[src/sv/wpd_pkg.sv]
// Shared types and constants for the word packet deframer.
package wpd_pkg;

    localparam int BYTE_W     = 8;
    localparam int CNT_W      = 5;   // word_count field
    localparam int OUT_IDX_W  = 5;   // word_index field
    localparam int DATA_W     = 32;  // data_word field
    localparam int M_TDATA_W  = 56;  // 51 payload bits, padded to whole bytes
    localparam int CFG_IDX_W  = 2;

    localparam logic [CFG_IDX_W-1:0] REG_HEADER = 2'd0;
    localparam logic [CFG_IDX_W-1:0] REG_TAIL   = 2'd1;

    // controller -> datapath
    typedef struct packed {
        logic take_id;
        logic take_count;
        logic store_byte;
        logic tail_ok;
        logic rd_issue;
        logic load_word;
        logic load_empty;
    } wpd_cmd_t;

    // datapath -> controller
    typedef struct packed {
        logic hdr_match;
        logic tail_match;
        logic cnt_zero;
        logic cnt_big;
        logic data_done;
        logic words_zero;
        logic emit_last;
        logic out_free;
    } wpd_sts_t;

endpackage

[src/sv/word_packet_deframer.sv]
// Top level of the length-prefixed word packet deframer.
//
//  channel | dir | handshake            | payload
//  --------+-----+----------------------+-------------------------------------------
//  s_      | in  | s_tvalid / s_tready  | s_tdata: rx_byte
//  m_      | out | m_tvalid / m_tready  | m_tdata, m_tuser (has_word), m_tlast (last)
//  cfg_    | in  | cfg_valid / cfg_ready| cfg_index, cfg_data (0 header, 1 tail)
//
// Frame: header, device id, word count, count * WORD_BYTES data bytes, tail.
// Header, id, count and data bytes go in at one beat per cycle; the tail beat
// waits until the output register is free.
// After a good tail the input side is held off while the words are read back
// from the word store, each through the read port and then the output
// register; the read-back waits whenever the result side stalls.
// The last result of a frame sits in the output register while the next frame
// is already being taken. Reset is synchronous, active low; the store needs no
// clearing, every word read was written earlier in the same frame.
module word_packet_deframer #(
    parameter int MAX_WORDS  = 30,
    parameter int WORD_BYTES = 4
) (
    input  logic                                aclk,
    input  logic                                aresetn,
    // byte in
    input  logic                                s_tvalid,
    output logic                                s_tready,
    input  logic [wpd_pkg::BYTE_W-1:0]          s_tdata,   // [7:0] rx_byte
    // results out
    output logic                                m_tvalid,
    input  logic                                m_tready,
    // [7:0] source_id, [12:8] word_count, [17:13] word_index,
    // [49:18] data_word, [50] return_enable, [55:51] zero
    output logic [wpd_pkg::M_TDATA_W-1:0]       m_tdata,
    output logic                                m_tuser,   // [0] has_word
    output logic                                m_tlast,
    // register writes
    input  logic                                cfg_valid,
    output logic                                cfg_ready,
    input  logic [wpd_pkg::CFG_IDX_W-1:0]       cfg_index,
    input  logic [wpd_pkg::BYTE_W-1:0]          cfg_data
);

    wpd_pkg::wpd_cmd_t cmd;
    wpd_pkg::wpd_sts_t sts;

    // writes are to arrive only while idle; the block does not enforce it and always takes them
    assign cfg_ready = 1'b1;

    wpd_ctrl u_ctrl (
        .aclk     (aclk),
        .aresetn  (aresetn),
        .s_tvalid (s_tvalid),
        .s_tready (s_tready),
        .sts      (sts),
        .cmd      (cmd)
    );

    wpd_datapath #(
        .MAX_WORDS  (MAX_WORDS),
        .WORD_BYTES (WORD_BYTES)
    ) u_datapath (
        .aclk      (aclk),
        .aresetn   (aresetn),
        .cmd       (cmd),
        .sts       (sts),
        .rx_byte   (s_tdata),
        .cfg_we    (cfg_valid && cfg_ready),
        .cfg_index (cfg_index),
        .cfg_data  (cfg_data),
        .m_tvalid  (m_tvalid),
        .m_tready  (m_tready),
        .m_tdata   (m_tdata),
        .m_tuser   (m_tuser),
        .m_tlast   (m_tlast)
    );

`ifndef SYNTHESIS
    // no input beat is taken while the store is being read back
    a_no_input_in_readback: assert property (@(posedge aclk) disable iff (!aresetn)
        cmd.rd_issue |-> !s_tready)
        else $error("input accepted during read-back");

    // an empty frame result is a single, last beat carrying a zero word
    a_empty_is_last: assert property (@(posedge aclk) disable iff (!aresetn)
        (m_tvalid && !m_tuser) |-> (m_tlast && m_tdata[49:18] == 32'd0))
        else $error("empty result malformed");

    // the last word of a run sits at index count - 1
    a_last_index: assert property (@(posedge aclk) disable iff (!aresetn)
        (m_tvalid && m_tuser && m_tlast) |->
            (m_tdata[17:13] + 5'd1 == m_tdata[12:8]))
        else $error("last word index does not match word count");

    // a result is only loaded when the output register can take it
    a_load_when_free: assert property (@(posedge aclk) disable iff (!aresetn)
        (cmd.load_word || cmd.load_empty) |-> sts.out_free)
        else $error("result loaded over a pending beat");
`endif

endmodule

[src/sv/wpd_ctrl.sv]
// Frame parsing and result sequencing state machine.
module wpd_ctrl (
    input  logic              aclk,
    input  logic              aresetn,
    input  logic              s_tvalid,
    output logic              s_tready,
    input  wpd_pkg::wpd_sts_t sts,
    output wpd_pkg::wpd_cmd_t cmd
);

    typedef enum logic [2:0] {
        ST_HUNT,
        ST_ID,
        ST_COUNT,
        ST_DATA,
        ST_TAIL,
        ST_RD,
        ST_LD
    } state_t;

    state_t state_reg;
    state_t state_next;

    always_comb begin
        state_next = state_reg;
        cmd        = '0;
        s_tready   = 1'b0;
        unique case (state_reg)
            ST_HUNT: begin
                s_tready = 1'b1;
                if (s_tvalid && sts.hdr_match) begin
                    state_next = ST_ID;
                end
            end
            ST_ID: begin
                s_tready = 1'b1;
                if (s_tvalid) begin
                    cmd.take_id = 1'b1;
                    state_next  = ST_COUNT;
                end
            end
            ST_COUNT: begin
                s_tready = 1'b1;
                if (s_tvalid) begin
                    cmd.take_count = 1'b1;
                    if (sts.cnt_zero) begin
                        state_next = ST_TAIL;
                    end else if (sts.cnt_big) begin
                        state_next = ST_HUNT;
                    end else begin
                        state_next = ST_DATA;
                    end
                end
            end
            ST_DATA: begin
                s_tready = 1'b1;
                if (s_tvalid) begin
                    cmd.store_byte = 1'b1;
                    if (sts.data_done) begin
                        state_next = ST_TAIL;
                    end
                end
            end
            ST_TAIL: begin
                // an empty frame's result goes straight to the output register
                s_tready = sts.out_free;
                if (s_tvalid && sts.out_free) begin
                    if (sts.tail_match) begin
                        cmd.tail_ok = 1'b1;
                        if (sts.words_zero) begin
                            cmd.load_empty = 1'b1;
                            state_next     = ST_HUNT;
                        end else begin
                            state_next = ST_RD;
                        end
                    end else begin
                        state_next = ST_HUNT;
                    end
                end
            end
            ST_RD: begin
                cmd.rd_issue = 1'b1;
                state_next   = ST_LD;
            end
            ST_LD: begin
                if (sts.out_free) begin
                    cmd.load_word = 1'b1;
                    state_next    = sts.emit_last ? ST_HUNT : ST_RD;
                end
            end
            default: begin
                state_next = ST_HUNT;
            end
        endcase
    end

    always_ff @(posedge aclk) begin
        if (!aresetn) begin
            state_reg <= ST_HUNT;
        end else begin
            state_reg <= state_next;
        end
    end

endmodule

[src/sv/wpd_datapath.sv]
// Config registers, frame counters, word store and output register.
module wpd_datapath #(
    parameter int MAX_WORDS  = 30,
    parameter int WORD_BYTES = 4
) (
    input  logic                                aclk,
    input  logic                                aresetn,
    input  wpd_pkg::wpd_cmd_t                   cmd,
    output wpd_pkg::wpd_sts_t                   sts,
    input  logic [wpd_pkg::BYTE_W-1:0]          rx_byte,
    input  logic                                cfg_we,
    input  logic [wpd_pkg::CFG_IDX_W-1:0]       cfg_index,
    input  logic [wpd_pkg::BYTE_W-1:0]          cfg_data,
    output logic                                m_tvalid,
    input  logic                                m_tready,
    output logic [wpd_pkg::M_TDATA_W-1:0]       m_tdata,
    output logic                                m_tuser,
    output logic                                m_tlast
);

    localparam int WCNT_W = $clog2(MAX_WORDS + 1);
    localparam int IDX_W  = (MAX_WORDS > 1) ? $clog2(MAX_WORDS) : 1;
    localparam int LANE_W = (WORD_BYTES > 1) ? $clog2(WORD_BYTES) : 1;
    localparam int NLANES = (WORD_BYTES < 4) ? WORD_BYTES : 4;
    localparam int DW     = wpd_pkg::DATA_W;
    localparam int BW     = wpd_pkg::BYTE_W;

    logic [BW-1:0]     hdr_reg, hdr_next;
    logic [BW-1:0]     tail_reg, tail_next;
    logic [BW-1:0]     dev_reg, dev_next;
    logic [WCNT_W-1:0] words_reg, words_next;
    logic [LANE_W-1:0] lane_reg, lane_next;
    logic [IDX_W-1:0]  widx_reg, widx_next;
    logic [IDX_W-1:0]  eidx_reg, eidx_next;
    logic [DW-1:0]     asm_reg, asm_next;
    logic              w0nz_reg, w0nz_next;
    logic              flag_reg, flag_next;
    logic [DW-1:0]     rd_data_reg;

    logic [DW-1:0]     mem [MAX_WORDS];

    logic              mvalid_reg, mvalid_next;
    logic [BW-1:0]     odev_reg, odev_next;
    logic [wpd_pkg::CNT_W-1:0]     ocnt_reg, ocnt_next;
    logic [wpd_pkg::OUT_IDX_W-1:0] oidx_reg, oidx_next;
    logic [DW-1:0]     oword_reg, oword_next;
    logic              oflag_reg, oflag_next;
    logic              ohas_reg, ohas_next;
    logic              olast_reg, olast_next;

    logic              lane_last;
    logic [DW-1:0]     word_full;
    logic [BW-1:0]     words8;
    logic [BW-1:0]     eidx8;
    logic              out_free;

    assign lane_last = (lane_reg == LANE_W'(WORD_BYTES - 1));
    assign words8    = BW'(words_reg);
    assign eidx8     = BW'(eidx_reg);
    assign out_free  = !mvalid_reg || m_tready;

    // byte lanes beyond the fourth do not reach the 32-bit word
    always_comb begin
        word_full = (lane_reg == '0) ? '0 : asm_reg;
        for (int k = 0; k < NLANES; k++) begin
            if (lane_reg == LANE_W'(k)) begin
                word_full[8*k +: 8] = rx_byte;
            end
        end
    end

    always_comb begin
        sts            = '0;
        sts.hdr_match  = (rx_byte == hdr_reg);
        sts.tail_match = (rx_byte == tail_reg);
        sts.cnt_zero   = (rx_byte == '0);
        sts.cnt_big    = (rx_byte > BW'(MAX_WORDS));
        sts.data_done  = lane_last && (WCNT_W'(widx_reg) == words_reg - WCNT_W'(1));
        sts.words_zero = (words_reg == '0);
        sts.emit_last  = (WCNT_W'(eidx_reg) == words_reg - WCNT_W'(1));
        sts.out_free   = out_free;
    end

    always_comb begin
        hdr_next   = hdr_reg;
        tail_next  = tail_reg;
        dev_next   = dev_reg;
        words_next = words_reg;
        lane_next  = lane_reg;
        widx_next  = widx_reg;
        eidx_next  = eidx_reg;
        asm_next   = asm_reg;
        w0nz_next  = w0nz_reg;
        flag_next  = flag_reg;

        if (cfg_we) begin
            unique case (cfg_index)
                wpd_pkg::REG_HEADER: hdr_next  = cfg_data;
                wpd_pkg::REG_TAIL:   tail_next = cfg_data;
                default: ;
            endcase
        end

        if (cmd.take_id) begin
            dev_next = rx_byte;
        end
        if (cmd.take_count) begin
            if (!sts.cnt_big) begin
                words_next = WCNT_W'(rx_byte);
            end
            lane_next = '0;
            widx_next = '0;
        end
        if (cmd.store_byte) begin
            asm_next  = word_full;
            lane_next = lane_last ? '0 : lane_reg + LANE_W'(1);
            if (lane_last) begin
                widx_next = widx_reg + IDX_W'(1);
                if (widx_reg == '0) begin
                    w0nz_next = |word_full;
                end
            end
        end
        if (cmd.tail_ok) begin
            eidx_next = '0;
            if (words_reg == WCNT_W'(1)) begin
                flag_next = w0nz_reg;
            end
        end
        if (cmd.load_word) begin
            eidx_next = eidx_reg + IDX_W'(1);
        end
    end

    always_comb begin
        mvalid_next = mvalid_reg;
        odev_next   = odev_reg;
        ocnt_next   = ocnt_reg;
        oidx_next   = oidx_reg;
        oword_next  = oword_reg;
        oflag_next  = oflag_reg;
        ohas_next   = ohas_reg;
        olast_next  = olast_reg;
        if (m_tready) begin
            mvalid_next = 1'b0;
        end
        if (cmd.load_word || cmd.load_empty) begin
            mvalid_next = 1'b1;
            odev_next   = dev_reg;
            ocnt_next   = words8[wpd_pkg::CNT_W-1:0];
            oflag_next  = flag_next;
            ohas_next   = cmd.load_word;
            if (cmd.load_word) begin
                oidx_next  = eidx8[wpd_pkg::OUT_IDX_W-1:0];
                oword_next = rd_data_reg;
                olast_next = sts.emit_last;
            end else begin
                oidx_next  = '0;
                oword_next = '0;
                olast_next = 1'b1;
            end
        end
    end

    always_ff @(posedge aclk) begin
        if (!aresetn) begin
            hdr_reg    <= '0;
            tail_reg   <= '0;
            dev_reg    <= '0;
            words_reg  <= '0;
            lane_reg   <= '0;
            widx_reg   <= '0;
            eidx_reg   <= '0;
            w0nz_reg   <= 1'b0;
            flag_reg   <= 1'b1;
            mvalid_reg <= 1'b0;
        end else begin
            hdr_reg    <= hdr_next;
            tail_reg   <= tail_next;
            dev_reg    <= dev_next;
            words_reg  <= words_next;
            lane_reg   <= lane_next;
            widx_reg   <= widx_next;
            eidx_reg   <= eidx_next;
            w0nz_reg   <= w0nz_next;
            flag_reg   <= flag_next;
            mvalid_reg <= mvalid_next;
        end
    end

    // payload registers
    always_ff @(posedge aclk) begin
        asm_reg   <= asm_next;
        odev_reg  <= odev_next;
        ocnt_reg  <= ocnt_next;
        oidx_reg  <= oidx_next;
        oword_reg <= oword_next;
        oflag_reg <= oflag_next;
        ohas_reg  <= ohas_next;
        olast_reg <= olast_next;
    end

    // word store: one write port, one registered read port
    always_ff @(posedge aclk) begin
        if (cmd.store_byte && lane_last) begin
            mem[widx_reg] <= word_full;
        end
        if (cmd.rd_issue) begin
            rd_data_reg <= mem[eidx_reg];
        end
    end

    assign m_tvalid = mvalid_reg;
    assign m_tuser  = ohas_reg;
    assign m_tlast  = olast_reg;
    assign m_tdata  = {5'b0, oflag_reg, oword_reg, oidx_reg, ocnt_reg, odev_reg};

endmodule

[config.mk]
export PLATFORM = sky130hd
export DESIGN_NAME = word_packet_deframer
export DESIGN_NICKNAME = d
export VERILOG_FILES = /design/src/sv/wpd_pkg.sv /design/src/sv/word_packet_deframer.sv /design/src/sv/wpd_ctrl.sv /design/src/sv/wpd_datapath.sv
export SDC_FILE = /design/constraint.sdc
export NUM_CORES = 1
export LEC_CHECK = 0
export CAP_MARGIN = 20
export CORE_ASPECT_RATIO = 0.5
export CORE_MARGIN = 2
export CORE_UTILIZATION = 60
export DETAILED_ROUTE_END_ITERATION = 6
export DONT_BUFFER_PORTS = 1
export PLACE_DENSITY = 0.8
export SLEW_MARGIN = 20
export SYNTH_ARGS = -nofsm -noshare
export SYNTH_HDL_FRONTEND = slang
export SYNTH_SLANG_ARGS = --single-unit
[constraint.sdc]
create_clock -name aclk -period 10.15 [get_ports aclk]
set_input_delay 0.5075 -clock aclk [delete_from_list [all_inputs] [get_ports aclk]]
set_output_delay 0.5075 -clock aclk [all_outputs]
set_load 0.02 [all_outputs]
* After elaboration in Yosys (flattened, before gate mapping)
Memory sizes are Yosys's and may differ from the RTL's. A register that Yosys moved wholly into a read port is not among the register bits. Cells that the tools add are included.
Storage, ports and cells: logic and storage cells 118, bits in writable memories 960, bits of input ports 23, memories 1, output and inout port bits 61, register bits after elaboration 132
Cells by class: order comparisons 1, multiplexer cells 47, eq/ne operators 22, reduce and logical (&&, ||, !) cells 23, $add $sub $neg 4, bitwise operators 1
Memory list:
- u_datapath.mem | words 30, bits a word 32, rd ports 1, clocked after memory_dff 1, write ports 1, RTL line wpd_datapath.sv:40 | logic [DW-1:0] mem [MAX_WORDS];
Operators by type and width (number):
- two-way mux 3 bit | 11
- two-way mux 32 bit | 1
- two-way mux 8 bit | 4
- OR reduction 32 bit | 1
- two-way mux 5 bit | 5
- one-hot mux 3 bit (7 select lines) | 1
- two-way mux 1 bit | 20
- == test 8 bit | 2
- adder 5 x 1 -> 5 bit, second input constant | 2
- == test 5 bit | 2
- zero test 5 bit | 2
- == test 3 bit, second input constant | 3
- greater-than comparator 8 x 5 -> 1 bit, second input constant | 1
- zero test 8 bit | 1
- two-way mux 2 bit | 4
- inequality test 2 bit, second input constant | 4
- AND reduction 7 bit | 1
- == test 3 x 2 -> 1 bit, second input constant | 2
- inequality test 2 x 1 -> 1 bit, second input constant | 3
- AND reduction 2 bit | 3
- nonzero test 2 bit | 3
- == test 5 x 1 -> 1 bit, second input constant | 1
- subtractor 5 x 1 -> 5 bit, second input constant | 1
- == test 2 x 1 -> 1 bit, second input constant | 2
- 12 further kinds | 18

* Logic depth before layout (Yosys ltp)
word-level depth 7, mapped depth 8, depth with buffers taken out 7

* Cells and area by module
A second synthesis with hierarchy kept.
Unflattened totals: cell total of the unflattened synthesis 2120, area total of the unflattened synthesis 43583.0 sq um
Modules (own cells, without submodules):
- wpd_datapath | instances 1, cells an instance 2072, sequential area each 33221.9 sq um, area each 43241.5 sq um
- wpd_ctrl | instances 1, cells an instance 46, sequential area each 60.1 sq um, area each 330.3 sq um
- word_packet_deframer | instances 1, cells an instance 2, sequential area each 0.0 sq um, area each 11.3 sq um

* Worst setup path before layout
OpenSTA, ideal clock, no wires.
kind input-to-reg, from input s_tvalid, to register u_datapath.w0nz_reg, arrival time 4.226 ns, stages on the path 7, path slack 5.790 ns, buffers on the path 2, library setup time 0.134 ns, required time 10.016 ns, cell sequence clkbuf_1 -> and4b_1 -> clkbuf_1 -> nand3_1 -> nor2_1 -> o21a_1 -> a31oi_1
RTL lines:
- from (decl) | RTL line word_packet_deframer.sv:25 | input logic s_tvalid,
- to (signal assigned) | RTL line wpd_datapath.sv:185 | w0nz_reg <= w0nz_next;
- to (decl) | RTL line wpd_datapath.sv:36 | logic w0nz_reg, w0nz_next;

==> impl_metrics.tcl <==
set metrics [dict create \
    routed_wl_um 118000 \
    final_cell_count_no_fill 3134 \
    final_max_slew_viol_count 0 \
    seqPwrFrac 0.548 \
    critPathRequiredTime_ps 10570 \
    setup_viol 0 \
    avgRoutedWirePerCell_um 37.6 \
    cp.arrival_ps 4770 \
    n_antenna_cell 0 \
    avgSynthCellArea_um2 21.3 \
    final.min_clock_period_ps 4360 \
    yosys.area.top_type "edfxtp_1" \
    power_density_nw_per_um2 189 \
    rows 69 \
    clkPwrFrac 0.446 \
    hpwl_um 56400 \
    synth_seq_cells 1124 \
    use_met1 0.460 \
    grt_remaining_overflow 0 \
    synthDistinctLibCells 62 \
    cts_max_level 3 \
    firstDrtPassIters 7 \
    dieHeight_um 195 \
    cpPeakStageDelay_ps 940 \
    nFillCells 3892 \
    gp_congestion 0.837 \
    cts_root_buf "clkbuf_16" \
    top_register "u_datapath.mem" \
    netlist_top_cells_count "1,077 x edfxtp_1, 288 x mux4_2, 121 x nand2_1" \
    grt_max_degree 112 \
    yosys_warnings 0 \
    placed_area_um2 44900 \
    async_reset_ff_frac 0 \
    maxCapViolCount 0 \
    drc_errors 0 \
    crit_chain "buf_4, buf_4, mux4_2, mux4_2, nand2_1, nand2_1" \
    grt_usage 0.323 \
    hold_buffers 17 \
    slew_headroom 0.207 \
    use_met2 0.484 \
    antenna_found_initial 5 \
    first_global_vias 22800 \
    grt_use_met3 0.0993 \
    hold_path.class "input port to flop" \
    numClockSinks 1124 \
    tightest_slew_ps 1190 \
    rsz0062_at_grt "false" \
    setup_tns_ps 0 \
    clk_latency_ps 680 \
    clock_skew_ps 25.5 \
    drt_iter0_markers 3999 \
    finalCritPeriodShare 0.429 \
    core_um2 71400 \
    hold_viol 0 \
    vias 22600 \
    internal_power_w 0.00737 \
    post-cts-setup-buffer-count 0 \
    nets 2133 \
    dp_cells 2944 \
    numCtsBuffers 93 \
    fin_area_um2 48500 \
    cts-resized-gates 0 \
    crit_fanout 71 \
    ant_nets 0 \
    worst_ir_drop_vdd_mv 0.142 \
    setup_ws_ps 5790 \
    critPathCaptureType "flop" \
    start_util 0.610 \
    criticalPathCategory "flop to flop" \
    place_ws_ps 6010 \
    largest_reg_flops 960 \
    top_usage_layer "met2" \
    clock.fmax_mhz 230 \
    synthesis.area_um2 43600 \
    drive_gt1_frac 0.275 \
    synth_edf_count 1077 \
    die_w_um 385 \
    io_buffer_count 0 \
    viasPerCell 7.21 \
    grt_pass1_wl_um 169000 \
    fp.dieArea_um2 74900 \
    p_sw_w 0.00178 \
    syn-instance-count 2047 \
    yosysMostFrequentCell "edfxtp_1" \
    area.growth.synth_to_final_pct 11.3 \
    crit_path_start_kind "flop" \
    tritoncts "done" \
    switching_share 0.194 \
    ys_seq_area_frac 0.764 \
    critical-path-slowest-cell "buf_4" \
    synth_top_area_share 0.742 \
    status "completed" \
    ys.flop_type "edfxtp_1" \
    power_frac_comb 0.005 \
    path_clk_slew_ps 70 \
    clockBufferDepth 3 \
    power_leakage_nw 14.1 \
    pin_count 84 \
    synth_top_cells_by_area "edfxtp_1 74%, mux4_2 15%, dfxtp_1 2.2%" \
]
==> critical path, delay by kind of cell (launching register included) <==
kind | cells | cell delay (ps)
buffers and inverters | 2 | 1740
muxes | 2 | 970
DFF | 1 | 870
and+or+nand+nor | 2 | 220
==> cell usage in the layout (no fill, tap or decap), types with 22 or more instances in the layout <==
master | netlist | layout
clkbuf_16 | 0 | 97
mux2i_1 | 29 | 29
and2_1 | 34 | 34
xnor2_1 | 24 | 24
nor2_4 | 0 | 30
mux2_2 | 40 | 40
edfxtp_1 | 1077 | 1077
nor2_1 | 85 | 55
mux4_2 | 288 | 288
buf_4 | 16 | 50
nand2_1 | 121 | 120
bufinv_16 | 0 | 22
dfxtp_1 | 47 | 42
==> cell type report <==
cell class                 count  area, µm²  area share
multi-input combinational    790       9940       0.205
tap                          958       1200      0.0247
timing repair buffer          71        603      0.0124
inverter                      19       71.3     0.00147
clock buffer                 113       2520      0.0519
sequential                  1124      33300       0.686
clock inverter                59        890      0.0183
==> metrics by stage <==
stage	hold slack, ps	util	power (W)
floorplan	408	-	0.00515
global placement	414	0.629	0.00516
finish	21.9	0.680	0.00915
global route	30.8	0.680	0.00931
CTS	8.09	0.679	0.00916
detailed placement	419	0.629	0.00516
==> logic make-up (layout without fill, tap and decap cells) <==
| group | count (synthesis) | count (layout) | share of synthesized area |
|---|---|---|---|
| buf+inv | 137 | 262 | 0.0143 |
| xor+xnor | 31 | 31 | 0.00655 |
| fa+ha+maj | 11 | 11 | 0.00316 |
| other cells | 2 | 6 | 0.000172 |
| flops | 1124 | 1124 | 0.764 |
| compound gates | 79 | 79 | 0.0135 |
| mux | 357 | 357 | 0.166 |
| simple gates | 306 | 306 | 0.0327 |
==> final timing paths <==
kind                          startpoint                          to  slack (ps)  cells after the start
hold / removal                s_tdata[1]       u_datapath.dev_reg[1]          20                      2
setup reg to reg  u_datapath.eidx_reg[1]  u_datapath.rd_data_reg[14]        5790                      6
setup / recovery  u_datapath.eidx_reg[1]  u_datapath.rd_data_reg[14]        5790                      6
hold reg to reg    u_datapath.dev_reg[6]      u_datapath.odev_reg[6]         430                      0
==> power groups by stage <==
stage	sequential (W)	combinational (W)	clock [W]
finish	0.00502	0.0000475	0.00408
CTS	0.00502	0.0000457	0.00409
detailed placement	0.00512	0.0000372	0
floorplan	0.00512	0.0000323	0
global placement	0.00512	0.0000356	0
global route	0.00501	0.0000505	0.00425
==> routing by layer <==
layer,vias to the layer above,routed length [µm]
met5,-,26
met4,4,4550
met3,333,17700
met2,2119,54300
met1,11700,41300
li1,8481,-
Note: power is estimated with default switching activity, not from simulation.
